`config.mk`:
```
export PLATFORM = sky130hd
export DESIGN_NAME = ohpp_bin_map
export DESIGN_NICKNAME = d
export VERILOG_FILES = /design/src/rtl/ohpp_pkg.sv /design/src/rtl/ohpp_bin_map.sv
export SDC_FILE = /design/constraint.sdc
export NUM_CORES = 1
export LEC_CHECK = 0
export BUFFER_PORTS_ARGS = -buffer_cell sky130_fd_sc_hd__buf_2
export CORE_MARGIN = 2
export CORE_UTILIZATION = 38
export DETAILED_ROUTE_END_ITERATION = 10
export SYNTH_ARGS = -nofsm -noshare
export SYNTH_HDL_FRONTEND = slang
export SYNTH_SLANG_ARGS = --single-unit
```
`constraint.sdc`:
```
create_clock -name clk -period 5.3 [get_ports clk]
set_input_delay 1.06 -clock clk [delete_from_list [all_inputs] [get_ports clk]]
set_output_delay 1.06 -clock clk [all_outputs]
set_load 0.03 [all_outputs]
```
`src/rtl/ohpp_pkg.sv`:
```
package ohpp_pkg;

  // Histogram geometry
  localparam int BIN_COUNT   = 36;
  localparam int MAG_BITS    = 16;
  localparam int ACC_BITS    = 40;

  // Field widths on the stream ports
  localparam int MAG_IN_BITS = 16;
  localparam int DIR_BITS    = 15;
  localparam int DEG_BITS    = 9;
  localparam int IN_TDATA_BITS  = ((MAG_IN_BITS + DIR_BITS + 7) / 8) * 8;
  localparam int OUT_TDATA_BITS = ((DEG_BITS + 7) / 8) * 8;

  // Q9.6 degrees: 23040 is a full turn
  localparam int FULL_TURN  = 23040;
  localparam int BIN_WIDTH  = FULL_TURN / BIN_COUNT;
  localparam int HALF_WIDTH = BIN_WIDTH / 2;

  // Derived widths
  localparam int IDX_BITS   = $clog2(BIN_COUNT);
  localparam int Q_BITS     = IDX_BITS + 1;
  localparam int WGT_BITS   = $clog2(BIN_WIDTH + 1);
  localparam int REM_BITS   = WGT_BITS + 1;
  localparam int X_BITS     = DIR_BITS + 1;
  localparam int WPROD_BITS = MAG_BITS + WGT_BITS;
  localparam int SUM_BITS   = ((ACC_BITS > WPROD_BITS) ? ACC_BITS : WPROD_BITS) + 1;

  // Reciprocal of the bin width for the direction-to-bin divide
  localparam int RECIP_SHIFT = 32;
  localparam longint unsigned RECIP = (64'd1 << RECIP_SHIFT) / BIN_WIDTH;
  localparam int RECIP_BITS  = $clog2(RECIP + 1);
  localparam int PROD_W      = ((X_BITS + RECIP_BITS) > (RECIP_SHIFT + Q_BITS)) ?
                               (X_BITS + RECIP_BITS) : (RECIP_SHIFT + Q_BITS);

  localparam logic [ACC_BITS-1:0] ACC_MAX = {ACC_BITS{1'b1}};

  // Sequencer states
  typedef enum logic [1:0] {
    ST_ACCUM,
    ST_WAIT,
    ST_SCAN
  } hist_state_t;

  // One sample mapped to its two bins and weights
  typedef struct packed {
    logic                vld;
    logic [IDX_BITS-1:0] own;
    logic [IDX_BITS-1:0] oth;
    logic [WGT_BITS-1:0] w_own;
    logic [WGT_BITS-1:0] w_oth;
    logic [MAG_BITS-1:0] mag;
  } bin_item_t;

  // Scan request from the sequencer
  typedef struct packed {
    logic                en;
    logic                first;
    logic                last;
    logic [IDX_BITS-1:0] addr;
  } scan_req_t;

  // One bin total coming out of the scan
  typedef struct packed {
    logic                vld;
    logic                first;
    logic                last;
    logic [IDX_BITS-1:0] idx;
    logic [ACC_BITS-1:0] value;
  } scan_elem_t;

  // Bin index to whole degrees
  typedef logic [DEG_BITS-1:0] deg_tab_t [BIN_COUNT];

  function automatic deg_tab_t build_deg_tab();
    deg_tab_t t;
    for (int i = 0; i < BIN_COUNT; i++) begin
      t[i] = DEG_BITS'((i * 360) / BIN_COUNT);
    end
    return t;
  endfunction

endpackage

```
`src/rtl/ohpp_bin_map.sv`:
```
module ohpp_bin_map (
  input  logic                                clk,
  input  logic                                rst_n,
  input  logic                                in_valid,
  input  logic [ohpp_pkg::MAG_IN_BITS-1:0]    in_mag,
  input  logic [ohpp_pkg::DIR_BITS-1:0]       in_dir,
  output ohpp_pkg::bin_item_t                 item,
  output logic                                busy
);
  import ohpp_pkg::*;

  logic                s1_vld_r, s2_vld_r, s3_vld_r, s4_vld_r;
  logic [X_BITS-1:0]   s1_x_r, s2_x_r;
  logic [MAG_BITS-1:0] s1_mag_r, s2_mag_r, s3_mag_r, s4_mag_r;
  logic [PROD_W-1:0]   s2_prod_r;
  logic [Q_BITS-1:0]   s3_q0_r;
  logic [REM_BITS-1:0] s3_r0_r;
  logic [IDX_BITS-1:0] s4_own_r, s4_oth_r;
  logic [WGT_BITS-1:0] s4_wown_r, s4_woth_r;

  logic [X_BITS-1:0]   x_nxt;
  logic [PROD_W-1:0]   prod_nxt;
  logic [Q_BITS-1:0]   q0_nxt;
  logic [REM_BITS-1:0] r0_nxt;
  logic                corr;
  logic [WGT_BITS-1:0] rem;
  logic [Q_BITS-1:0]   q;
  logic [IDX_BITS-1:0] own_nxt, oth_nxt;

  // Rounded bin: (phi + W/2) / W by reciprocal multiply and one correction
  always_comb begin
    x_nxt    = X_BITS'(in_dir) + X_BITS'(HALF_WIDTH);
    prod_nxt = PROD_W'(s1_x_r) * PROD_W'(RECIP);
    q0_nxt   = s2_prod_r[RECIP_SHIFT +: Q_BITS];
    r0_nxt   = REM_BITS'(s2_x_r - X_BITS'(q0_nxt * BIN_WIDTH));
  end

  // Correct quotient, wrap bin index, neighbor is always the bin below
  always_comb begin
    corr    = (s3_r0_r >= REM_BITS'(BIN_WIDTH));
    rem     = corr ? WGT_BITS'(s3_r0_r - REM_BITS'(BIN_WIDTH)) : WGT_BITS'(s3_r0_r);
    q       = s3_q0_r + Q_BITS'(corr);
    own_nxt = (q >= Q_BITS'(BIN_COUNT)) ? IDX_BITS'(q - Q_BITS'(BIN_COUNT)) : IDX_BITS'(q);
    oth_nxt = (own_nxt == '0) ? IDX_BITS'(BIN_COUNT - 1) : own_nxt - 1'b1;
  end

  // Stage valids
  always_ff @(posedge clk) begin
    if (!rst_n) begin
      s1_vld_r <= 1'b0;
      s2_vld_r <= 1'b0;
      s3_vld_r <= 1'b0;
      s4_vld_r <= 1'b0;
    end else begin
      s1_vld_r <= in_valid;
      s2_vld_r <= s1_vld_r;
      s3_vld_r <= s2_vld_r;
      s4_vld_r <= s3_vld_r;
    end
  end

  // Stage payload
  always_ff @(posedge clk) begin
    s1_x_r    <= x_nxt;
    s1_mag_r  <= MAG_BITS'(in_mag);
    s2_x_r    <= s1_x_r;
    s2_mag_r  <= s1_mag_r;
    s2_prod_r <= prod_nxt;
    s3_q0_r   <= q0_nxt;
    s3_r0_r   <= r0_nxt;
    s3_mag_r  <= s2_mag_r;
    s4_own_r  <= own_nxt;
    s4_oth_r  <= oth_nxt;
    s4_wown_r <= rem;
    s4_woth_r <= WGT_BITS'(BIN_WIDTH) - rem;
    s4_mag_r  <= s3_mag_r;
  end

  assign item.vld   = s4_vld_r;
  assign item.own   = s4_own_r;
  assign item.oth   = s4_oth_r;
  assign item.w_own = s4_wown_r;
  assign item.w_oth = s4_woth_r;
  assign item.mag   = s4_mag_r;

  assign busy = s1_vld_r | s2_vld_r | s3_vld_r | s4_vld_r;

endmodule

```
Yosys cells after proc, flatten, opt, wreduce, memory -nomap -nowiden
Cells that the tools add are included. Widths: inputs -> output; s select.

Register bits after elaboration: 183. Latch bits: 0. Bits in writable memories: 0. ROM bits: 0. Input bits: 34. Word-level logic and storage cells: 34. Memories kept: 0.

$add $sub $neg: 7. $mul: 2. Div/mod/pow operators: 0. Magnitude comparators: 2. Equal/unequal tests: 0. Shift-type cells: 0. Multiplexer cells: 2. Bitwise logic cells: 3. Reduce and logical (&&, ||, !) cells: 1.

Operator list (count): $mul 16x22->38 const B (1); $add 15x9->16 const B (1); $ge 11x10->1 const B (1); $sub 11x11->11 (1); $mux 10 (1); $sub 10x10->10 const A (1); $sub 10x10->10 const B (1); $add 7x1->7 (1); $ge 7x6->1 const B (1); $mul 7x3->4 const B (1); $logic_not 6->1 (1); $mux 6 (1); $sub 6x1->6 const B (1); $sub 6x6->6 const B (1); $or 1x1->1 (3).

Depth between registers and ports, before layout
Word-level depth: 5. Depth in mapped cells: 20.

Worst setup path before layout
No wires, ideal clock.

Kind: register -> register. Start: register s1_x_r[5]. End: register s2_prod_r[37]. Setup time: 116 ps. Data arrival time: 5187 ps. Required time: 5184 ps. Slack: -4 ps. Stages on the path, launching flop included: 18. Path buffers: 0. Clock period less this slack: 5304 ps. Path through: dfxtp_1 > inv_1 > ha_1 > fa_1 > fa_1 > inv_1 > fa_1 > inv_1 > fa_1 > fa_1 > inv_1 > ha_1 > and3_1 > and4_1 > a211oi_1 > o31ai_1 > or4b_2 > o211a_1.

Cells in the longest elaborated chain, start to end: 1.

Ends and longest elaborated chain: start: declaration (line ohpp_bin_map.sv:13) `logic [X_BITS-1:0] s1_x_r, s2_x_r;`; start signal: assignment (line ohpp_bin_map.sv:64) `s1_x_r <= x_nxt;`; $mul 16x22->38 (line ohpp_bin_map.sv:33) `prod_nxt = PROD_W'(s1_x_r) * PROD_W'(RECIP);`; named net prod_nxt[37] (line ohpp_bin_map.sv:22) `logic [PROD_W-1:0] prod_nxt;`; end signal: assignment (line ohpp_bin_map.sv:68) `s2_prod_r <= prod_nxt;`; end: declaration (line ohpp_bin_map.sv:15) `logic [PROD_W-1:0] s2_prod_r;`.

The timed path passes the listed nets, and every way through them passes these cells. A chain may end at the register's enable or synchronous reset.

Worst setup path after layout
Start: register s1_x_r[2]. End: register s2_prod_r[38].

Same word-level chain as after synthesis.

==> flow_summary.json <==
{
  "status": "complete, no violations",
  "die_y_um": 150,
  "antenna_found_initial": 1,
  "rsz0062_at_grt": "true",
  "min_from": "s3_mag_r[13]",
  "grt-ovfl-total": 0,
  "drt_iter0_drc": 188,
  "critPathCaptureType": "flop",
  "instances_no_fill": 1181,
  "cts.sinks": 151,
  "tightestPinTransition_ns": 0.625,
  "dpl.hpwl_mm": 13.0,
  "met1_length_mm": 7.34,
  "hold_path_end": "s4_mag_r[13]",
  "required_ns": 5.64,
  "nets": 1111,
  "crit_path_start_kind": "flop",
  "cts_max_path_buffers": 2,
  "rows": 53,
  "setup_viol": 0,
  "r2r_end": "s2_prod_r[38]",
  "track_usage": 0.146,
  "met3_length_um": 735,
  "num_vias": 5420,
  "drc_errors": 0,
  "fmax_mhz": 195,
  "cp_data_arrival_time_ns": 5.48,
  "most-common-layout-cells": "150 x dfxtp_1, 148 x inv_1, 114 x ha_1",
  "drive_gt1_frac": 0.252,
  "yosys-top-cells-area": "dfxtp_1 37%, ha_1 19%, fa_1 15%",
  "grt_max_degree": 17,
  "ant_nets": 0,
  "chipWidth_um": 150,
  "fill_cells": 1922,
  "synth_xor_area_frac": 0.0437,
  "relSlewSlack": 0.579,
  "avgSynthCellArea_um2": 10.7,
  "layout-area-overhead-vs-synth_pct": 23.5,
  "syn_inst": 758,
  "dp_cells": 1144,
  "clk_latency_ns": 0.42,
  "top_layer_used": "met4",
  "synth_flop_cell": "dfxtp_1",
  "wl_met2_mm": 7.49,
  "final.period_utilization": 0.969,
  "synth_edf_count": 0,
  "ys_warn_count": 0,
  "crit_type": "flop to flop",
  "drt_pre_antenna_iters": 4,
  "wl_mm": 15.8,
  "root_buffer": "clkbuf_16",
  "synthSimpleGateAreaFrac": 0.0725,
  "routabilityCongestion": 0.903,
  "synth-adder-area-share": 0.341,
  "reg2reg_from": "s1_x_r[2]",
  "ff2ff_path_depth": 18,
  "cts_tree": "yes",
  "synth_compound_area_frac": 0.0887,
  "reg2reg_slack_ns": 0.17,
  "port_buffers": 83,
  "cts_inserted_buffers": 17,
  "h-tree-depth": 4,
  "cp_max_fo": 3,
  "final_common_cell": "dfxtp_1",
  "routedWlPerCell_um": 13.4,
  "finClkSkew_ns": 0.00911,
  "ioPinCount": 84,
  "synth_top_family_by_area": "adder cells",
  "ys_seq_area_frac": 0.372,
  "grt_pass1_vias": 5219,
  "hold_viol_final": 0,
  "core_area_um2": 21000,
  "hold_class": "flop to flop",
  "clk_transition_reported_paths_ns": 0.06,
  "grt_pass1_wl_mm": 25.5,
  "fin_crit_ns": 5.13,
  "drv_slew": 0,
  "synthMuxAreaShare": 0.00400,
  "async_flop_share": 0,
  "yosys.area.top_type": "dfxtp_1",
  "synth-seq-cells": 151,
  "syn-num-nets": 977,
  "synthDistinctLibCells": 60,
  "synth_top_area_share": 0.372,
  "netlist_area_um2": 8130,
  "final.setup.tns_ns": 0,
  "initial_core_util": 0.387,
  "hold_path_depth": 0,
  "vias_per_cell": 4.59,
  "drv_cap": 0,
  "dieArea_um2": 22600
}
[per-stage QoR]
step / utilization / hold slack (ns) / cell area (um2) / setup WS (ns)
CTS: 0.463 / 0.324 / 9730 / -0.0350
finish: 0.477 / 0.323 / 10000 / 0.166
floorplan: - / 0.310 / 8130 / 0.0332
global route: 0.477 / 0.330 / 10000 / -0.0467
detailed placement: 0.433 / 0.312 / 9100 / -0.130
global placement: 0.433 / 0.310 / 9100 / -0.0355
[critical path: stages, from the launching register on]
cell      delay (ns)
dfxtp_4         0.37
ha_4            0.27
inv_2           0.04
fa_2            0.59
inv_2           0.06
fa_1            0.49
ha_4            0.29
inv_2           0.03
fa_1            0.50
inv_2           0.04
fa_2            0.54
ha_4            0.20
and4_1          0.15
a221o_1         0.37
buf_6           0.14
a211oi_4        0.24
o211ai_1        0.23
o2111a_1        0.31
a211oi_2        0.18
[final cells by class]
cell class,count,area (um2),area share
Sequential cell,151,3030,0.302
Multi-Input combinational cell,443,4750,0.473
Timing Repair Buffer,122,712,0.0710
Clock inverter,15,185,0.0185
Tap cell,275,344,0.0343
Antenna cell,1,2.50,0.000249
Inverter,157,589,0.0587
Clock buffer,17,425,0.0424
[per-layer routing]
metal / vias to the layer above / GRT usage
li1: 2762 / -
met1: 2531 / 0.194
met2: 111 / 0.234
met3: 16 / 0.0388
met4: 0 / 0.0392
met5: - / 0
[what timing repair did]
action	in CTS	in global routing
setup buffers	0	4
setup endpoints to repair	4	7
hold buffers	0	0
pin swaps	2	41
gates resized for setup	5	62
hold endpoints to repair	0	0
[Yosys cell counts (all sizes together) (10+ instances only)]
master / count
nand2: 22
dfxtp: 151
nand3: 10
fa: 61
a21oi: 29
o21ai: 20
a21o: 12
inv: 157
ha: 124
xnor2: 28
xor2: 10
nor2: 27
[kinds of logic after synthesis]
group	count (synthesis)
xor gates and xnor gates	39
muxes	3
DFF	151
and+or+nand+nor	110
buffers and inverters	164
adders and majority gates	185
AOI/OAI and AO/OA	106
[state kept, by name (all words and copies together) (netlist names), 6 cells and up]
| name | count |
|---|---|
| s3_mag_r | 16 |
| s1_mag_r | 16 |
| s2_mag_r | 16 |
| s4_mag_r | 16 |
| s2_x_r | 11 |
| s2_prod_r | 7 |
| s4_own_r | 6 |
| s3_q0_r | 7 |
| s1_x_r | 16 |
| s4_wown_r | 9 |
| s4_woth_r | 10 |
| s3_r0_r | 11 |
| s4_oth_r | 6 |
[worst max path at each step]
stage | from | to | slack, ns | depth (start not counted)
floorplan | s1_x_r[5] | s2_prod_r[37] | 0.03 | 17
global placement | s1_x_r[5] | s2_prod_r[37] | -0.04 | 17
detailed placement | s1_x_r[14] | s2_prod_r[37] | -0.13 | 17
CTS | s1_x_r[5] | s2_prod_r[36] | -0.03 | 17
global route | s1_x_r[2] | s2_prod_r[38] | -0.05 | 18
finish | s1_x_r[2] | s2_prod_r[38] | 0.17 | 18
Power is left out: the tool's default activity adds up to more than one toggle a clock period on the data nets, which glitch-free logic cannot reach.
