<file path="config.mk">
export PLATFORM = sky130hd
export DESIGN_NAME = ohpp_peak
export DESIGN_NICKNAME = d
export VERILOG_FILES = /design/src/rtl/ohpp_pkg.sv /design/src/rtl/ohpp_peak.sv
export SDC_FILE = /design/constraint.sdc
export NUM_CORES = 1
export LEC_CHECK = 0
export BUFFER_PORTS_ARGS = -buffer_cell sky130_fd_sc_hd__buf_2
export CAP_MARGIN = 20
export CELL_PAD_IN_SITES_DETAIL_PLACEMENT = 0
export CELL_PAD_IN_SITES_GLOBAL_PLACEMENT = 1
export CORE_MARGIN = 3
export CORE_UTILIZATION = 45
export CTS_BUF_LIST = sky130_fd_sc_hd__clkbuf_8
export DETAILED_ROUTE_END_ITERATION = 7
export PLACE_DENSITY = 0.77
export SLEW_MARGIN = 20
export SYNTH_ARGS = -nofsm -noshare
export SYNTH_HDL_FRONTEND = slang
export SYNTH_SLANG_ARGS = --single-unit
</file>
<file path="constraint.sdc">
create_clock -name clk -period 3.9 [get_ports clk]
set_input_delay 0.195 -clock clk [delete_from_list [all_inputs] [get_ports clk]]
set_output_delay 0.195 -clock clk [all_outputs]
set_load 0.02 [all_outputs]
</file>
<file path="src/rtl/ohpp_pkg.sv">
package ohpp_pkg;

  // Histogram geometry
  localparam int BIN_COUNT   = 36;
  localparam int MAG_BITS    = 16;
  localparam int ACC_BITS    = 40;

  // Field widths on the stream ports
  localparam int MAG_IN_BITS = 16;
  localparam int DIR_BITS    = 15;
  localparam int DEG_BITS    = 9;
  localparam int IN_TDATA_BITS  = ((MAG_IN_BITS + DIR_BITS + 7) / 8) * 8;
  localparam int OUT_TDATA_BITS = ((DEG_BITS + 7) / 8) * 8;

  // Q9.6 degrees: 23040 is a full turn
  localparam int FULL_TURN  = 23040;
  localparam int BIN_WIDTH  = FULL_TURN / BIN_COUNT;
  localparam int HALF_WIDTH = BIN_WIDTH / 2;

  // Derived widths
  localparam int IDX_BITS   = $clog2(BIN_COUNT);
  localparam int Q_BITS     = IDX_BITS + 1;
  localparam int WGT_BITS   = $clog2(BIN_WIDTH + 1);
  localparam int REM_BITS   = WGT_BITS + 1;
  localparam int X_BITS     = DIR_BITS + 1;
  localparam int WPROD_BITS = MAG_BITS + WGT_BITS;
  localparam int SUM_BITS   = ((ACC_BITS > WPROD_BITS) ? ACC_BITS : WPROD_BITS) + 1;

  // Reciprocal of the bin width for the direction-to-bin divide
  localparam int RECIP_SHIFT = 32;
  localparam longint unsigned RECIP = (64'd1 << RECIP_SHIFT) / BIN_WIDTH;
  localparam int RECIP_BITS  = $clog2(RECIP + 1);
  localparam int PROD_W      = ((X_BITS + RECIP_BITS) > (RECIP_SHIFT + Q_BITS)) ?
                               (X_BITS + RECIP_BITS) : (RECIP_SHIFT + Q_BITS);

  localparam logic [ACC_BITS-1:0] ACC_MAX = {ACC_BITS{1'b1}};

  // Sequencer states
  typedef enum logic [1:0] {
    ST_ACCUM,
    ST_WAIT,
    ST_SCAN
  } hist_state_t;

  // One sample mapped to its two bins and weights
  typedef struct packed {
    logic                vld;
    logic [IDX_BITS-1:0] own;
    logic [IDX_BITS-1:0] oth;
    logic [WGT_BITS-1:0] w_own;
    logic [WGT_BITS-1:0] w_oth;
    logic [MAG_BITS-1:0] mag;
  } bin_item_t;

  // Scan request from the sequencer
  typedef struct packed {
    logic                en;
    logic                first;
    logic                last;
    logic [IDX_BITS-1:0] addr;
  } scan_req_t;

  // One bin total coming out of the scan
  typedef struct packed {
    logic                vld;
    logic                first;
    logic                last;
    logic [IDX_BITS-1:0] idx;
    logic [ACC_BITS-1:0] value;
  } scan_elem_t;

  // Bin index to whole degrees
  typedef logic [DEG_BITS-1:0] deg_tab_t [BIN_COUNT];

  function automatic deg_tab_t build_deg_tab();
    deg_tab_t t;
    for (int i = 0; i < BIN_COUNT; i++) begin
      t[i] = DEG_BITS'((i * 360) / BIN_COUNT);
    end
    return t;
  endfunction

endpackage

</file>
<file path="src/rtl/ohpp_peak.sv">
module ohpp_peak (
  input  logic                            clk,
  input  logic                            rst_n,
  input  ohpp_pkg::scan_elem_t            elem,
  output logic                            out_valid,
  input  logic                            out_ready,
  output logic [ohpp_pkg::DEG_BITS-1:0]   out_deg,
  output logic                            out_last,
  output logic                            busy
);
  import ohpp_pkg::*;

  localparam deg_tab_t DEG_TAB = build_deg_tab();

  logic [ACC_BITS-1:0] first_val_r, second_val_r;
  logic [IDX_BITS-1:0] first_idx_r, second_idx_r;
  logic                have_second_r;
  logic                decide_r;

  // Two-entry result queue
  logic [1:0]          cnt_r, cnt_nxt;
  logic [DEG_BITS-1:0] ent0_deg_r, ent1_deg_r, ent0_deg_nxt, ent1_deg_nxt;
  logic                ent0_last_r, ent1_last_r, ent0_last_nxt, ent1_last_nxt;

  logic [ACC_BITS+2:0] five_second, four_first;
  logic                emit2;

  // Second peak qualifies at 0.8 of the first
  always_comb begin
    five_second = {second_val_r, 2'b00} + (ACC_BITS + 3)'(second_val_r);
    four_first  = {1'b0, first_val_r, 2'b00};
    emit2       = have_second_r && (five_second >= four_first);
  end

  // Queue push after the decision, pop on output transaction
  always_comb begin
    cnt_nxt       = cnt_r;
    ent0_deg_nxt  = ent0_deg_r;
    ent0_last_nxt = ent0_last_r;
    ent1_deg_nxt  = ent1_deg_r;
    ent1_last_nxt = ent1_last_r;
    if (decide_r) begin
      ent0_deg_nxt  = DEG_TAB[first_idx_r];
      ent0_last_nxt = ~emit2;
      ent1_deg_nxt  = DEG_TAB[second_idx_r];
      ent1_last_nxt = 1'b1;
      cnt_nxt       = emit2 ? 2'd2 : 2'd1;
    end else if (out_valid && out_ready) begin
      ent0_deg_nxt  = ent1_deg_r;
      ent0_last_nxt = ent1_last_r;
      cnt_nxt       = cnt_r - 2'd1;
    end
  end

  // Control
  always_ff @(posedge clk) begin
    if (!rst_n) begin
      have_second_r <= 1'b0;
      decide_r      <= 1'b0;
      cnt_r         <= 2'd0;
    end else begin
      decide_r <= elem.vld & elem.last;
      cnt_r    <= cnt_nxt;
      if (elem.vld) begin
        if (elem.first) begin
          have_second_r <= 1'b0;
        end else if ((elem.value > first_val_r) || !have_second_r ||
                     (elem.value > second_val_r)) begin
          have_second_r <= 1'b1;
        end
      end
    end
  end

  // Running top two, strict compare keeps the lower index on ties
  always_ff @(posedge clk) begin
    if (elem.vld) begin
      if (elem.first) begin
        first_val_r <= elem.value;
        first_idx_r <= elem.idx;
      end else if (elem.value > first_val_r) begin
        second_val_r <= first_val_r;
        second_idx_r <= first_idx_r;
        first_val_r  <= elem.value;
        first_idx_r  <= elem.idx;
      end else if (!have_second_r || (elem.value > second_val_r)) begin
        second_val_r <= elem.value;
        second_idx_r <= elem.idx;
      end
    end
    ent0_deg_r  <= ent0_deg_nxt;
    ent0_last_r <= ent0_last_nxt;
    ent1_deg_r  <= ent1_deg_nxt;
    ent1_last_r <= ent1_last_nxt;
  end

  assign out_valid = (cnt_r != 2'd0);
  assign out_deg   = ent0_deg_r;
  assign out_last  = ent0_last_r;
  assign busy      = decide_r | (cnt_r != 2'd0);

endmodule

</file>
# [After elaboration in Yosys (flattened, before gate mapping)]
# Memories as Yosys holds them, arrays and structs flattened. A register that Yosys moved wholly into a read port is not among the register bits.
# Cells that the tools add are included.
[word_totals] regBits=106 latchBits=0 mem_bits_rw=0 rom_bits=1152 in_bits=52 out_inout_bits=12 word_cells=56 memories=2
[mem_list] memory="(name not given)" words=64 width=9 read_ports=1 rd_ports_with_merged_regs=1 wr=0 line_no="ohpp_peak.sv:45" rtl="ent1_deg_nxt = DEG_TAB[second_idx_r];"
[mem_list] memory="(name not given)" words=64 width=9 read_ports=1 rd_ports_with_merged_regs=0 wr=0 line_no="ohpp_peak.sv:43" rtl="ent0_deg_nxt = DEG_TAB[first_idx_r];"
[classes] addsub=2 multipliers=0 n_div=0 n_lt_le_gt_ge=4 n_eq_ne=0 n_shift=0 n_mux=19 bitwise=6 n_reduce_logical=14
[ops] cell="2-to-1 mux 40 bit" count=4
[ops] cell="greater-than comparator 40 bit" count=2
[ops] cell="adder 42 x 40 -> 43 bit" count=1
[ops] cell="greater-or-equal comparator 43 x 42 -> 1 bit" count=1
[ops] cell="2-to-1 mux 9 bit" count=4
[ops] cell="2-to-1 mux 6 bit" count=4
[ops] cell="inverter 6 -> 7 bit" count=2
[ops] cell="nonzero test 2 bit" count=5
[ops] cell="greater-or-equal comparator 7 bit (second input constant)" count=1
[ops] cell="2-to-1 mux 2 bit" count=3
[ops] cell="2-to-1 mux 1 bit" count=4
[ops] cell="AND reduction 2 bit" count=2
[ops] cell="logical OR 1 bit" count=3
[ops] cell="AND reduction 3 bit" count=1
[ops] cell="logical AND 1 bit" count=2
[ops] cell="inverter 1 bit" count=2
[ops] cell="subtractor 2 x 1 -> 2 bit (second input constant)" count=1
[ops] cell="AND 1 bit" count=1
[ops] cell="logical NOT 1 bit" count=1
[ops] cell="bitwise OR 1 bit" count=1

# [Longest topological paths before layout]
[logic_depth] depth_word=5 mapped_depth=20 ltp_nobuf=20

# [Worst setup path after synthesis]
# Ideal clock, no wire load.
[synth_path] path_type="reg2reg" startpoint="register second_val_r[2]" endpoint="register cnt_r[1]" arrival_ns=3.841 required_time_ns=3.785 path_slack_ns=-0.055 path_stages_with_launch=21 n_path_buf=0 synth_period_minus_slack_ns=3.955 cell_sequence="edfxtp_1 ha_1 inv_1 fa_1 nor2b_1 o31a_1 o311a_1 nor2_1 a21boi_1 a311o_1 a21oi_1 xnor2_1 ha_1 a2111oi_0 o21ai_0 o2111ai_1 a21oi_1 a21o_1 nor3_1 a21oi_1 o21a_1"
[synth_via] elab_chain_cells=5
[synth_lines] item="start, declared" line_no="ohpp_peak.sv:15" rtl="logic [ACC_BITS-1:0] first_val_r, second_val_r;"
[synth_lines] item="start signal, assigned" line_no="ohpp_peak.sv:82" rtl="second_val_r <= first_val_r;"
[synth_lines] item="start signal, assigned" line_no="ohpp_peak.sv:87" rtl="second_val_r <= elem.value;"
[synth_lines] item="adder 42 x 40 -> 43 bit" line_no="ohpp_peak.sv:30" rtl="five_second = {second_val_r, 2'b00} + (ACC_BITS + 3)'(second_val_r);"
[synth_lines] item="greater-or-equal comparator 43 x 42 -> 1 bit" line_no="ohpp_peak.sv:32" rtl="emit2 = have_second_r && (five_second >= four_first);"
[synth_lines] item="logical AND 1 bit" line_no="ohpp_peak.sv:32"
[synth_lines] item="2-to-1 mux 2 bit" line_no="ohpp_peak.sv:47" rtl="cnt_nxt = emit2 ? 2'd2 : 2'd1;"
[synth_lines] item="2-to-1 mux 2 bit" line_no="ohpp_peak.sv:42" rtl="if (decide_r) begin"
[synth_lines] item="end signal, assigned" line_no="ohpp_peak.sv:63" rtl="cnt_r <= cnt_nxt;"
[synth_lines] item="end, declared" line_no="ohpp_peak.sv:21" rtl="logic [1:0] cnt_r, cnt_nxt;"
# Every way passes these cells.
# A chain may end at the register's enable or synchronous reset.

# [Worst setup path after layout]
[layout_path] startpoint="register second_val_r[2]" endpoint="register ent0_last_r, in the netlist out_last (data pin)"
[layout_via] elab_chain_cells=5
[layout_lines] item="adder 42 x 40 -> 43 bit" line_no="ohpp_peak.sv:30"
[layout_lines] item="greater-or-equal comparator 43 x 42 -> 1 bit" line_no="ohpp_peak.sv:32"
[layout_lines] item="logical AND 1 bit" line_no="ohpp_peak.sv:32"
[layout_lines] item="inverter 1 bit" line_no="ohpp_peak.sv:44" rtl="ent0_last_nxt = ~emit2;"
[layout_lines] item="2-to-1 mux 1 bit" line_no="ohpp_peak.sv:42"
[layout_lines] item="end signal, assigned" line_no="ohpp_peak.sv:92" rtl="ent0_last_r <= ent0_last_nxt;"
[layout_lines] item="end, declared" line_no="ohpp_peak.sv:23" rtl="logic ent0_last_r, ent1_last_r, ent0_last_nxt, ent1_last_nxt;"
# Every way passes these cells.

==> run summary <==
Routed via count = 7825
Sw Pwr = 1.45 mW
Setup ws final = -201 ps
RSZ-0062 raised after global routing = yes
Mapped Avg Cell Area = 9.95 um^2
Peak VDD IR = 0.261 mV
Clk pwr share = 27.9%
CTS buffer count = 17
Worst R2R Path Depth = 20
Max-Cap Viols = 0
Crit path max fanout = 3
Failing checks = setup timing
Yosys warnings = 0
Most frequent cells in the layout = ha_1, edfxtp_1, buf_4
Internal power = 2.70 mW
Fill cell count = 1800
Site Rows = 52
PD cells = 345 nW/um^2
HP Start = elem[47]
Number of synthesized register bits = 113
Tightest Pin Transition = 883 ps
Comb power frac = 36.0%
DR pass1 iterations = 5
Clock slew at reported path FFs = 90 ps
Drt wl/cell = 16.6 um
Type of the worst min-delay path = primary input to flop
Setup Slack @ Placement = -479 ps
Clk Latency, worst-skew pair = 450 ps
Post-synth cell types = 58
Family with the most delay on the worst path = compound AO/OA/AOI/OAI gates
Num ports = 64
Slowest cell on the critical path = edfxtp_1
Final Wtd Congestion = 0.876
GRT busiest layer = met2
Slew Viols, Final = 0
Fraction of layout cells with a size suffix above 1 = 25.3%
Most common cell after layout, fill and taps aside = ha_1
Data required, critical path = 4110 ps
Setup Viol. Count Final = 3
Inst Count DP = 1370
Die width = 151 um
Post-detailed-placement half-perimeter wirelength = 19300 um
Sw frac = 35.0%
Crit path time final = 4100 ps
M1 GR Usage = 29.3%
Die H = 151 um
Finished Cell Area = 12100 um^2
Clk sinks = 113
Final nets = 1393
Setup TNS = -482 ps
Max frequency = 0.244 GHz
Origin of the critical flop-to-flop path = second_val_r[2]
Seq/Total Area, Yosys = 35.5%
Drc violations = 0
CP arrival = 4310 ps
Rel. slew slack = 41.0%
Core Region = 20400 um^2
Area Overhead vs Synth = 27.5%
Leak pwr = 5.40 nW
Ant. Diodes = 0
Seq pwr share = 36.1%
Clk buf depth = 2
H-tree Lvls = 4
Vias in the first global route = 7796
Non-Filler Instances = 1460
Worst clock skew = 19.9 ps
Root Driver = clkbuf_8
Vias/cell = 5.36
FF-to-FF End = out_last
Worst reg2reg setup slack = -200 ps
Met3 Resource Use GR = 3.38%
Max incr delay on CP = 430 ps
First-pass GRT wire length = 39500 um
Min-Delay Endpoint = have_second_r
WS Path Type = flop to flop
Initial Util = 46.3%
Outcome = finished, violations left
Number of synthesized flops with an enable pin = 109
Ys flop type = edfxtp_1
Post-synthesis cell area = 9460 um^2
Gr usage total = 22.1%
Wirelength, routed = 24300 um
Critical-path cell list = ha_2 > inv_2 > fa_2 > nor2b_2 > o31a_1 > o311a_4 > buf_12 > o311ai_4 > buf_4 > nand3_1 > xor2_1 > ha_1 > nand4_1 > nor2_2 > buf_4 > nand4_1 > a21oi_2 > nor3_4 > a21oi_2 > inv_1
DRT iter0 DRCs = 343
CTS tree = built
DIE AREA = 22800 um^2
Met2 usage = 37.4%
Syn nets = 1166
Post-DP Area = 10900 um^2
Final Cycle Share = 105%
Total grt overflow = 0
Hold Crit Depth = 3
Antenna violations before repair = 0
Port buffer count = 62
ANT nets after route = 0
Setup crit start kind = flop
CP endpoint kind = flop
Synth async-reset ratio = 0%
Largest net degree at the start of global routing = 26
Worst path bufs/invs = 5
Post-synthesis cell count = 950
Fin. Hold Viols = 0
flip-flops by register name (all words and copies together) (netlist names):
name,count
cnt_r,2
decide_r,1
ent1_deg_r,8
first_idx_r,6
first_val_r,40
have_second_r,1
out_deg,8
out_last,1
second_idx_r,6
second_val_r,40
metal layers:
metal,vias up,share of wire [%],wire length [um]
li1,4018,-,-
met1,3668,48,11600
met2,112,47,11500
met3,27,2.4,595
met4,0,2.2,532
met5,-,0,0
how the worst max path moves through the flow:
stage	start	end	slack (ps)	cells after the start
2_1_floorplan	second_val_r[2]	cnt_r[1]	9	20
3_3_place_gp	second_val_r[2]	cnt_r[1]	-360	20
3_5_place_dp	second_val_r[2]	cnt_r[1]	-480	20
4_1_cts	second_val_r[2]	cnt_r[1]	-290	20
5_1_grt	second_val_r[2]	cnt_r[1]	-380	20
6_report	second_val_r[2]	out_last	-200	20
area by class of cell:
cell class              count  area [um^2]  share of cell area, %
clock buffers              17          234                   1.94
clock inverters            15          165                   1.37
inverters                  98          368                   3.05
multi-input cells         722         5870                   48.7
flip-flops and latches    113         3350                   27.8
well taps                 270          338                   2.80
repair buffers            225         1730                   14.3
cell usage after synthesis, types with 17 or more instances:
cell type / number / area, um^2
xnor2_1: 30 / 263
edfxtp_1: 109 / 3270
o21ai_0: 47 / 235
o21a_1: 17 / 128
inv_1: 98 / 368
nand4_1: 25 / 156
a21oi_1: 74 / 370
ha_1: 163 / 2040
a21o_1: 32 / 240
mux2_2: 50 / 563
nor2_1: 62 / 233
nand2_1: 54 / 203
power groups by stage:
stage / Sequential (mW) / Clock [mW] / Combinational (mW)
floorplan: 1.51 / 0 / 0.897
global placement: 1.52 / 0 / 1.36
detailed placement: 1.53 / 0 / 1.37
CTS: 1.50 / 1.18 / 1.45
global route: 1.51 / 1.23 / 1.68
finish: 1.50 / 1.16 / 1.49
tightest hold or removal path, cell delays in order:
cell and delay (ps):
buf_2 100, nand2_1 50, o211a_1 90
cells by family after synthesis:
kind of cell / Yosys count / share of synthesized area [%]
adders and majority gates: 164 / 21.8
AOI/OAI and AO/OA: 248 / 17.0
other: 1 / 0.0397
muxes: 50 / 5.95
and+or+nand+nor: 219 / 11.1
DFF: 113 / 35.5
buffers and inverters: 115 / 4.88
xor gates and xnor gates: 40 / 3.70
stage by stage:
step                utilization [%]  power, mW  hold WS, ps
floorplan                         -       2.41          294
global placement               53.2       2.89          384
detailed placement             53.2       2.90          388
CTS                            58.0       4.13         2.05
global route                   59.0       4.43         16.1
finish                         59.0       4.16         24.6
timing repair:
item	in CTS	in global routing
pin swaps	22	28
hold buffers	48	0
gates resized for setup	17	27
endpoints found under the hold margin	50	0
endpoints found under the setup margin	3	3
setup buffers	4	6
(Power assumes the default switching activity.)
