File: config.mk
export PLATFORM = sky130hd
export DESIGN_NAME = ohpp_hist
export DESIGN_NICKNAME = d
export VERILOG_FILES = /design/src/rtl/ohpp_pkg.sv /design/src/rtl/ohpp_hist.sv
export SDC_FILE = /design/constraint.sdc
export NUM_CORES = 2
export LEC_CHECK = 0
export BUFFER_PORTS_ARGS = -buffer_cell sky130_fd_sc_hd__buf_4
export CAP_MARGIN = 40
export CORE_AREA = 3 3 486 488
export CTS_BUF_LIST = sky130_fd_sc_hd__clkbuf_16
export DETAILED_ROUTE_END_ITERATION = 16
export DIE_AREA = 0 0 489 491
export GPL_ROUTABILITY_DRIVEN = 0
export HOLD_SLACK_MARGIN = 0.12
export PLACE_DENSITY = 0.75
export SLEW_MARGIN = 25
export SYNTH_ARGS = -nofsm -noshare
export SYNTH_HDL_FRONTEND = slang
export SYNTH_SLANG_ARGS = --single-unit
File: constraint.sdc
create_clock -name clk -period 8.25 [get_ports clk]
set_input_delay 0.825 -clock clk [delete_from_list [all_inputs] [get_ports clk]]
set_output_delay 0.825 -clock clk [all_outputs]
set_load 0.01 [all_outputs]
File: src/rtl/ohpp_pkg.sv
package ohpp_pkg;

  // Histogram geometry
  localparam int BIN_COUNT   = 36;
  localparam int MAG_BITS    = 16;
  localparam int ACC_BITS    = 40;

  // Field widths on the stream ports
  localparam int MAG_IN_BITS = 16;
  localparam int DIR_BITS    = 15;
  localparam int DEG_BITS    = 9;
  localparam int IN_TDATA_BITS  = ((MAG_IN_BITS + DIR_BITS + 7) / 8) * 8;
  localparam int OUT_TDATA_BITS = ((DEG_BITS + 7) / 8) * 8;

  // Q9.6 degrees: 23040 is a full turn
  localparam int FULL_TURN  = 23040;
  localparam int BIN_WIDTH  = FULL_TURN / BIN_COUNT;
  localparam int HALF_WIDTH = BIN_WIDTH / 2;

  // Derived widths
  localparam int IDX_BITS   = $clog2(BIN_COUNT);
  localparam int Q_BITS     = IDX_BITS + 1;
  localparam int WGT_BITS   = $clog2(BIN_WIDTH + 1);
  localparam int REM_BITS   = WGT_BITS + 1;
  localparam int X_BITS     = DIR_BITS + 1;
  localparam int WPROD_BITS = MAG_BITS + WGT_BITS;
  localparam int SUM_BITS   = ((ACC_BITS > WPROD_BITS) ? ACC_BITS : WPROD_BITS) + 1;

  // Reciprocal of the bin width for the direction-to-bin divide
  localparam int RECIP_SHIFT = 32;
  localparam longint unsigned RECIP = (64'd1 << RECIP_SHIFT) / BIN_WIDTH;
  localparam int RECIP_BITS  = $clog2(RECIP + 1);
  localparam int PROD_W      = ((X_BITS + RECIP_BITS) > (RECIP_SHIFT + Q_BITS)) ?
                               (X_BITS + RECIP_BITS) : (RECIP_SHIFT + Q_BITS);

  localparam logic [ACC_BITS-1:0] ACC_MAX = {ACC_BITS{1'b1}};

  // Sequencer states
  typedef enum logic [1:0] {
    ST_ACCUM,
    ST_WAIT,
    ST_SCAN
  } hist_state_t;

  // One sample mapped to its two bins and weights
  typedef struct packed {
    logic                vld;
    logic [IDX_BITS-1:0] own;
    logic [IDX_BITS-1:0] oth;
    logic [WGT_BITS-1:0] w_own;
    logic [WGT_BITS-1:0] w_oth;
    logic [MAG_BITS-1:0] mag;
  } bin_item_t;

  // Scan request from the sequencer
  typedef struct packed {
    logic                en;
    logic                first;
    logic                last;
    logic [IDX_BITS-1:0] addr;
  } scan_req_t;

  // One bin total coming out of the scan
  typedef struct packed {
    logic                vld;
    logic                first;
    logic                last;
    logic [IDX_BITS-1:0] idx;
    logic [ACC_BITS-1:0] value;
  } scan_elem_t;

  // Bin index to whole degrees
  typedef logic [DEG_BITS-1:0] deg_tab_t [BIN_COUNT];

  function automatic deg_tab_t build_deg_tab();
    deg_tab_t t;
    for (int i = 0; i < BIN_COUNT; i++) begin
      t[i] = DEG_BITS'((i * 360) / BIN_COUNT);
    end
    return t;
  endfunction

endpackage

File: src/rtl/ohpp_hist.sv
module ohpp_hist (
  input  logic                   clk,
  input  logic                   rst_n,
  input  ohpp_pkg::bin_item_t    item,
  input  ohpp_pkg::scan_req_t    scan,
  output ohpp_pkg::scan_elem_t   elem,
  output logic                   busy
);
  import ohpp_pkg::*;

  // Own-bin and neighbor-bin shares kept apart; total is their saturated sum
  logic [ACC_BITS-1:0]  mem_own [BIN_COUNT];
  logic [ACC_BITS-1:0]  mem_oth [BIN_COUNT];
  logic [BIN_COUNT-1:0] vld_own_r, vld_oth_r;

  logic [IDX_BITS-1:0]  rd_addr_own, rd_addr_oth;
  logic [ACC_BITS-1:0]  rd_own_r, rd_oth_r;
  logic                 rd_own_vld_r, rd_oth_vld_r;

  // Accumulate stage
  logic                  acc_vld_r;
  logic [IDX_BITS-1:0]   acc_own_r, acc_oth_r;
  logic [WPROD_BITS-1:0] acc_wown_r, acc_woth_r;

  // Last write, for read-after-write forwarding
  logic                  fwd_own_vld_r, fwd_oth_vld_r;
  logic [IDX_BITS-1:0]   fwd_own_addr_r, fwd_oth_addr_r;
  logic [ACC_BITS-1:0]   fwd_own_data_r, fwd_oth_data_r;

  // Scan stage
  logic                  sc_vld_r, sc_first_r, sc_last_r;
  logic [IDX_BITS-1:0]   sc_idx_r;
  logic                  el_vld_r, el_first_r, el_last_r;
  logic [IDX_BITS-1:0]   el_idx_r;
  logic [ACC_BITS-1:0]   el_value_r;

  logic [ACC_BITS-1:0]   cur_own, cur_oth, new_own, new_oth, tot_nxt;
  logic [SUM_BITS-1:0]   sum_own, sum_oth;
  logic [ACC_BITS:0]     sum_tot;

  assign rd_addr_own = scan.en ? scan.addr : item.own;
  assign rd_addr_oth = scan.en ? scan.addr : item.oth;

  // Read-modify-write with saturation
  always_comb begin
    if (fwd_own_vld_r && (fwd_own_addr_r == acc_own_r)) begin
      cur_own = fwd_own_data_r;
    end else begin
      cur_own = rd_own_vld_r ? rd_own_r : '0;
    end
    if (fwd_oth_vld_r && (fwd_oth_addr_r == acc_oth_r)) begin
      cur_oth = fwd_oth_data_r;
    end else begin
      cur_oth = rd_oth_vld_r ? rd_oth_r : '0;
    end
    sum_own = SUM_BITS'(cur_own) + SUM_BITS'(acc_wown_r);
    sum_oth = SUM_BITS'(cur_oth) + SUM_BITS'(acc_woth_r);
    new_own = (sum_own >= SUM_BITS'(ACC_MAX)) ? ACC_MAX : ACC_BITS'(sum_own);
    new_oth = (sum_oth >= SUM_BITS'(ACC_MAX)) ? ACC_MAX : ACC_BITS'(sum_oth);
  end

  // Scan total of both shares
  always_comb begin
    sum_tot = (ACC_BITS + 1)'(rd_own_vld_r ? rd_own_r : '0)
            + (ACC_BITS + 1)'(rd_oth_vld_r ? rd_oth_r : '0);
    tot_nxt = (sum_tot >= (ACC_BITS + 1)'(ACC_MAX)) ? ACC_MAX : ACC_BITS'(sum_tot);
  end

  // Memories: read-first, one write port each
  always_ff @(posedge clk) begin
    rd_own_r <= mem_own[rd_addr_own];
    rd_oth_r <= mem_oth[rd_addr_oth];
    if (acc_vld_r) begin
      mem_own[acc_own_r] <= new_own;
      mem_oth[acc_oth_r] <= new_oth;
    end
  end

  // Entry valid bits: set on accumulate, dropped as the scan reads them
  always_ff @(posedge clk) begin
    if (!rst_n) begin
      vld_own_r     <= '0;
      vld_oth_r     <= '0;
      rd_own_vld_r  <= 1'b0;
      rd_oth_vld_r  <= 1'b0;
      acc_vld_r     <= 1'b0;
      fwd_own_vld_r <= 1'b0;
      fwd_oth_vld_r <= 1'b0;
      sc_vld_r      <= 1'b0;
      el_vld_r      <= 1'b0;
    end else begin
      rd_own_vld_r  <= vld_own_r[rd_addr_own];
      rd_oth_vld_r  <= vld_oth_r[rd_addr_oth];
      if (acc_vld_r) begin
        vld_own_r[acc_own_r] <= 1'b1;
        vld_oth_r[acc_oth_r] <= 1'b1;
      end
      if (scan.en) begin
        vld_own_r[scan.addr] <= 1'b0;
        vld_oth_r[scan.addr] <= 1'b0;
      end
      acc_vld_r     <= item.vld & ~scan.en;
      fwd_own_vld_r <= acc_vld_r;
      fwd_oth_vld_r <= acc_vld_r;
      sc_vld_r      <= scan.en;
      el_vld_r      <= sc_vld_r;
    end
  end

  // Payload registers
  always_ff @(posedge clk) begin
    acc_own_r      <= item.own;
    acc_oth_r      <= item.oth;
    acc_wown_r     <= WPROD_BITS'(item.mag) * WPROD_BITS'(item.w_own);
    acc_woth_r     <= WPROD_BITS'(item.mag) * WPROD_BITS'(item.w_oth);
    fwd_own_addr_r <= acc_own_r;
    fwd_oth_addr_r <= acc_oth_r;
    fwd_own_data_r <= new_own;
    fwd_oth_data_r <= new_oth;
    sc_idx_r       <= scan.addr;
    sc_first_r     <= scan.first;
    sc_last_r      <= scan.last;
    el_idx_r       <= sc_idx_r;
    el_first_r     <= sc_first_r;
    el_last_r      <= sc_last_r;
    el_value_r     <= tot_nxt;
  end

  assign elem.vld   = el_vld_r;
  assign elem.first = el_first_r;
  assign elem.last  = el_last_r;
  assign elem.idx   = el_idx_r;
  assign elem.value = el_value_r;

  assign busy = acc_vld_r | sc_vld_r | el_vld_r;

endmodule

# Yosys cells after proc, flatten, opt, wreduce, memory -nomap -nowiden
# Memories as Yosys holds them, arrays and structs flattened. A register that Yosys moved wholly into a read port is not among the register bits.
# Index checks and enable logic that the tools add are counted.
# W data, S select, Z words.
dict set report classes {
  n_eq_ne 2
  addsub 3
  n_reduce_logical 5
  mul 2
  muxes 28
  magnitude_cmp 11
  bitwise 9
}
# op count
set op_table {}
lappend op_table {{$mux W40} 8}
lappend op_table {{$mux W36} 6}
lappend op_table {{$ge A41 B40 Y1 const B} 3}
lappend op_table {{$add A40 B26 Y41} 2}
lappend op_table {{$and A36 B36 Y36} 2}
lappend op_table {{$or A36 B36 Y36} 2}
lappend op_table {{$mul A16 B10 Y26} 2}
lappend op_table {{$add A40 B40 Y41} 1}
lappend op_table {{$not A36 Y36} 1}
lappend op_table {{$lt A6 B7 Y1 const B} 5}
lappend op_table {{$demux W1 S6} 3}
lappend op_table {{$ge A6 B1 Y1 const B} 3}
lappend op_table {{$bmux W1 S6} 2}
lappend op_table {{$eq A6 B6 Y1} 2}
lappend op_table {{$mux W6} 2}
lappend op_table {{$mux W1} 7}
lappend op_table {{$logic_and A1 B1 Y1} 5}
lappend op_table {{$or A1 B1 Y1} 2}
lappend op_table {{$and A1 B1 Y1} 1}
lappend op_table {{$not A1 Y1} 1}
dict set report totals {
  output_inout_bits 50
  mem_bits_rw 2880
  elab_cells 85
  mem_count 2
  register_bits 290
}
# memory depth word_bits read_ports rd_ports_with_merged_regs write_ports line_no
set mem_list {}
lappend mem_list {mem_oth 36 40 1 1 1 ohpp_hist.sv:13} ;# logic [ACC_BITS-1:0] mem_oth [BIN_COUNT];
lappend mem_list {mem_own 36 40 1 1 1 ohpp_hist.sv:12} ;# logic [ACC_BITS-1:0] mem_own [BIN_COUNT];

# Depth between registers and ports, before layout
dict set report depth {
  word_depth 9
  mapped_depth 22
}

# Worst setup path after synthesis
# Ideal clock, no wire load.
dict set report synth_path {
  path_kind {register to register}
  startpoint {reg acc_own_r[0]}
  endpoint {mem mem_own[0][32] (data pin)}
  setup_slack_ns 1.836
  stages_incl_launch_ff 19
  period_less_slack_ns 6.414
  arrival_time_ns 5.908
  n_path_buf 4
  setup_ns 0.506
  path_cell_list {dfxtp_1 xnor2_1 nand4_1 nor4_4 buf_2 buf_1 buf_1 mux2_2 ha_1 a21oi_1 o21ai_0 a2111oi_0 a21oi_1 a31oi_1 o21ai_1 a21oi_1 buf_2 nor3_1 a211oi_1}
}
dict set report synth_via {
  elab_chain_cells 6
}
# item line_no
set synth_rtl {}
lappend synth_rtl {{start, declared} ohpp_hist.sv:22} ;# logic [IDX_BITS-1:0] acc_own_r, acc_oth_r;
lappend synth_rtl {{start signal, assigned} ohpp_hist.sv:112} ;# acc_own_r <= item.own;
lappend synth_rtl {{$eq A6 B6 Y1 (*)} ohpp_hist.sv:46} ;# if (fwd_own_vld_r && (fwd_own_addr_r == acc_own_r)) begin
lappend synth_rtl {{$logic_and A1 B1 Y1 (*)} ohpp_hist.sv:46}
lappend synth_rtl {{$mux W40 (*)} ohpp_hist.sv:46}
lappend synth_rtl {{$add A40 B26 Y41 (*)} ohpp_hist.sv:56} ;# sum_own = SUM_BITS'(cur_own) + SUM_BITS'(acc_wown_r);
lappend synth_rtl {{$ge A41 B40 Y1} ohpp_hist.sv:58} ;# new_own = (sum_own >= SUM_BITS'(ACC_MAX)) ? ACC_MAX : ACC_BITS'(sum_own);
lappend synth_rtl {{$mux W40 (*)} ohpp_hist.sv:58}
lappend synth_rtl {{net new_own[32]} ohpp_hist.sv:37} ;# logic [ACC_BITS-1:0] cur_own, cur_oth, new_own, new_oth, tot_nxt;
lappend synth_rtl {{end, declared} ohpp_hist.sv:12}
# The timed path passes the listed nets; every way through them passes the cells marked *.

# Worst setup path in the final report
dict set report layout_path {
  startpoint {reg acc_own_r[1]}
  endpoint {mem mem_own[10][20] (data pin)}
}
# The elaborated chain is that of the path after synthesis.

==> flow_metrics.env <==
export IMPL_dieArea_mm2=0.240
export IMPL_design_core_area_mm2=0.232
export IMPL_grt_setup_unrepaired="false"
export IMPL_cellPowerDensity_mw_per_mm2=273
export IMPL_skew_ps=60.7
export IMPL_cp_required_ps=8930
export IMPL_leakage_nw=53.8
export IMPL_cp_start_kind="flip-flop"
export IMPL_worst_setup_path_type="reg -> reg"
export IMPL_final_nets=8962
export IMPL_r2r_end="mem_own[10][20]"
export IMPL_min_from="scan[5]"
export IMPL_io_buffer_count=109
export IMPL_die_height_um=491
export IMPL_setup_tns_ps=0
export IMPL_layout_commonest_cell="edfxtp_1"
export IMPL_syn_inst=8166
export IMPL_clock_sinks=3250
export IMPL_hpwlAfterDp_um=214000
export IMPL_yosys_warnings=0
export IMPL_grt_pass1_wl_um=546000
export IMPL_fmax_ghz=0.148
export IMPL_syn_area_mm2=0.137
export IMPL_endpoint_kind="flip-flop"
export IMPL_cts_buffers=330
export IMPL_ir_worst_vdd_mv=0.233
export IMPL_clkSlewWorstSetupHoldPaths_ps=60
export IMPL_wire_per_inst_um=31.9
export IMPL_cts_resized=0
export IMPL_grt_max_degree=125
export IMPL_crit_fanout=61
export IMPL_reg2reg_depth=20
export IMPL_rrSetupSlack_ps=1480
export IMPL_hold_end="sc_idx_r[5]"
export IMPL_die_w_um=489
export IMPL_critPathTopFamily="compound AO/OA/AOI/OAI gates"
export IMPL_whs_path_depth=1
export IMPL_timing_final_crit_share=0.820
export IMPL_cts_tree="built"
export IMPL_wirelength_um=376000
export IMPL_start_util=0.588
export IMPL_max_slew_worst_pin_slew_ps=1030
export IMPL_relSlewSlack=0.311
export IMPL_cp_num_buf_inv=5
export IMPL_ios=110
export IMPL_cpMaxStageDelayCell="a2111oi_0"
export IMPL_fin_crit_ps=6770
export IMPL_ys_seq_elements=3250
export IMPL_mostFrequentLayoutCells="edfxtp_1, nand2_1, mux4_2"
export IMPL_hold_viol=0
export IMPL_cts_root_buffer="clkbuf_16"
export IMPL_avgSynthCellArea_um2=16.7
export IMPL_drv_slew=0
export IMPL_cap_violations=0
export IMPL_rr_startpoint="acc_own_r[1]"
export IMPL_gr_usage_all_layers=0.315
export IMPL_clk_latency_ps=980
export IMPL_drive_gt1_frac=0.200
export IMPL_drc=0
export IMPL_drt_initial_drc_count=11900
export IMPL_cp_arrival_ps=7450
export IMPL_path_cells="xnor2_1, nand4_1, nor4_4, buf_12, mux2_2, ha_1, a21oi_1, o21ai_0, a2111oi_0, a21oi_1, a31oi_1, o21ai_1, a21oi_1, clkbuf_4, nor2_1, nand2_1, buf_16, buf_4, nand2_1, buf_8"
export IMPL_hp_class="in -> reg"
export IMPL_synth_cell_types=89
export IMPL_rows=177
export IMPL_whs_ps=204
export IMPL_critPathMaxStageDelay_ps=600
export IMPL_synth_edf_count=2880
export IMPL_grt_overflow=0
export IMPL_syn_to_final_growth_pct=12.5
export IMPL_ant_nets=0
export IMPL_seq_area_frac_synth=0.687
export IMPL_clk_path_buf_depth=4
export IMPL_status="completed"
export IMPL_vias_per_cell=6.66
export IMPL_setup_violations_final=0
export IMPL_antenna_found_initial=30
export IMPL_syn_num_nets=8663
export IMPL_crit_path_frequent_cell="a21oi_1"
export IMPL_routed_via_count=78600
export IMPL_ys_flop_type="edfxtp_1"
export IMPL_cts_max_level=5
export IMPL_grt_pass1_vias=79100
export IMPL_final_area_mm2=0.154
export IMPL_firstDrtPassIters=9
export IMPL_synth_async_reset_ratio=0
export IMPL_place_area_mm2=0.143
-- cell type report --
type                    count  area (um^2)
multi-input cells        4215        40700
clock buffers             342         8560
inverters                 285         1070
clock inverters           246         1490
fillers                 14700        78600
flip-flops and latches   3250        93900
diodes                     28         70.1
well taps                3043         3810
repair buffers            383         4140
-- worst reg2reg max path: stages (launching register included) --
cell and delay (ps):
dfxtp_1 470, xnor2_1 160, nand4_1 160, nor4_4 250, buf_12 370, mux2_2 440
ha_1 360, a21oi_1 160, o21ai_0 130, a2111oi_0 600, a21oi_1 240, a31oi_1 370
o21ai_1 300, a21oi_1 370, clkbuf_4 300, nor2_1 90, nand2_1 420, buf_16 230
buf_4 330, nand2_1 440, buf_8 310
-- timing repair --
| item | CTS | global route |
|---|---|---|
| setup buffers | 0 | 0 |
| hold buffers | 19 | 0 |
| hold endpoints to repair | 19 | 0 |
-- report_power, final --
part           switching, mW  internal (mW)  total [mW]  leakage (nW)
combinational           4.96           2.76        7.72          19.4
sequential             0.304           19.8        20.1          29.2
clock                   6.12           7.92        14.0          5.26
-- logic make-up (layout without fill, tap and decap cells) --
group                    Yosys count  in the layout  share of synthesized area
AO/OA/AOI/OAI                    698            698                     0.0331
XOR/XNOR                         141            141                    0.00903
adder cells (fa/ha/maj)          437            437                     0.0522
buffers and inverters            701           1256                     0.0216
flip-flops                      3250           3250                      0.687
multiplexers                     815            815                      0.128
other                              0             28                          0
AND/OR/NAND/NOR                 2124           2124                     0.0695
-- layer usage --
metal	vias up	routed length, um	track usage
li1	31900	-	-
met3	948	49500	0.0748
met5	-	68	0
met2	5667	173000	0.472
met1	40100	135000	0.444
met4	10	19600	0.147
-- synth_stat cells (58+ instances only) --
library cell	number	area (um^2)
edfxtp_1	2880	86500
o21ai_0	99	495
and2_1	225	1410
xnor2_1	81	709
buf_4	58	435
a21oi_1	204	1020
a311oi_1	86	753
mux4_2	738	16600
ha_1	214	2680
a31oi_1	103	644
clkbuf_1	268	1010
inv_1	283	1060
fa_1	223	4460
and3_1	101	632
nand2_1	1041	3910
nor2_1	395	1480
nand3_1	204	1020
xor2_1	60	526
dfxtp_1	370	7410
-- stage by stage --
step                      cells  worst slack, ps   util  power (mW)
after CTS                 11700             1270  0.660        41.9
final                     11800             1480  0.662        41.9
after global routing      11800             1220  0.662        43.4
after global placement    11100              929  0.610        27.5
after floorplan            8166             1840      -        25.4
after detailed placement  11100             1350  0.616        27.9
-- state kept, by name, summed over array words and instances, names as in the netlist, 6 cells and up --
name            flops
rd_oth_r           40
sc_idx_r            6
vld_own_r          36
fwd_own_data_r     40
fwd_oth_data_r     40
acc_wown_r         26
mem_oth          1440
rd_own_r           40
acc_own_r           6
el_idx_r            6
acc_woth_r         26
mem_own          1440
fwd_oth_addr_r      6
fwd_own_addr_r      6
acc_oth_r           6
vld_oth_r          36
el_value_r         40
-- how the worst max path moves through the flow --
stage	from	to	cells after the start
after detailed placement	acc_own_r[1]	mem_own[24][11]	18
after global placement	acc_own_r[0]	mem_own[31][18]	17
after global routing	acc_own_r[1]	mem_own[10][20]	20
after floorplan	acc_own_r[0]	mem_own[0][32]	18
after CTS	acc_own_r[1]	mem_own[14][12]	18
final	acc_own_r[1]	mem_own[10][20]	20
Note: power is estimated with default switching activity, not from simulation.
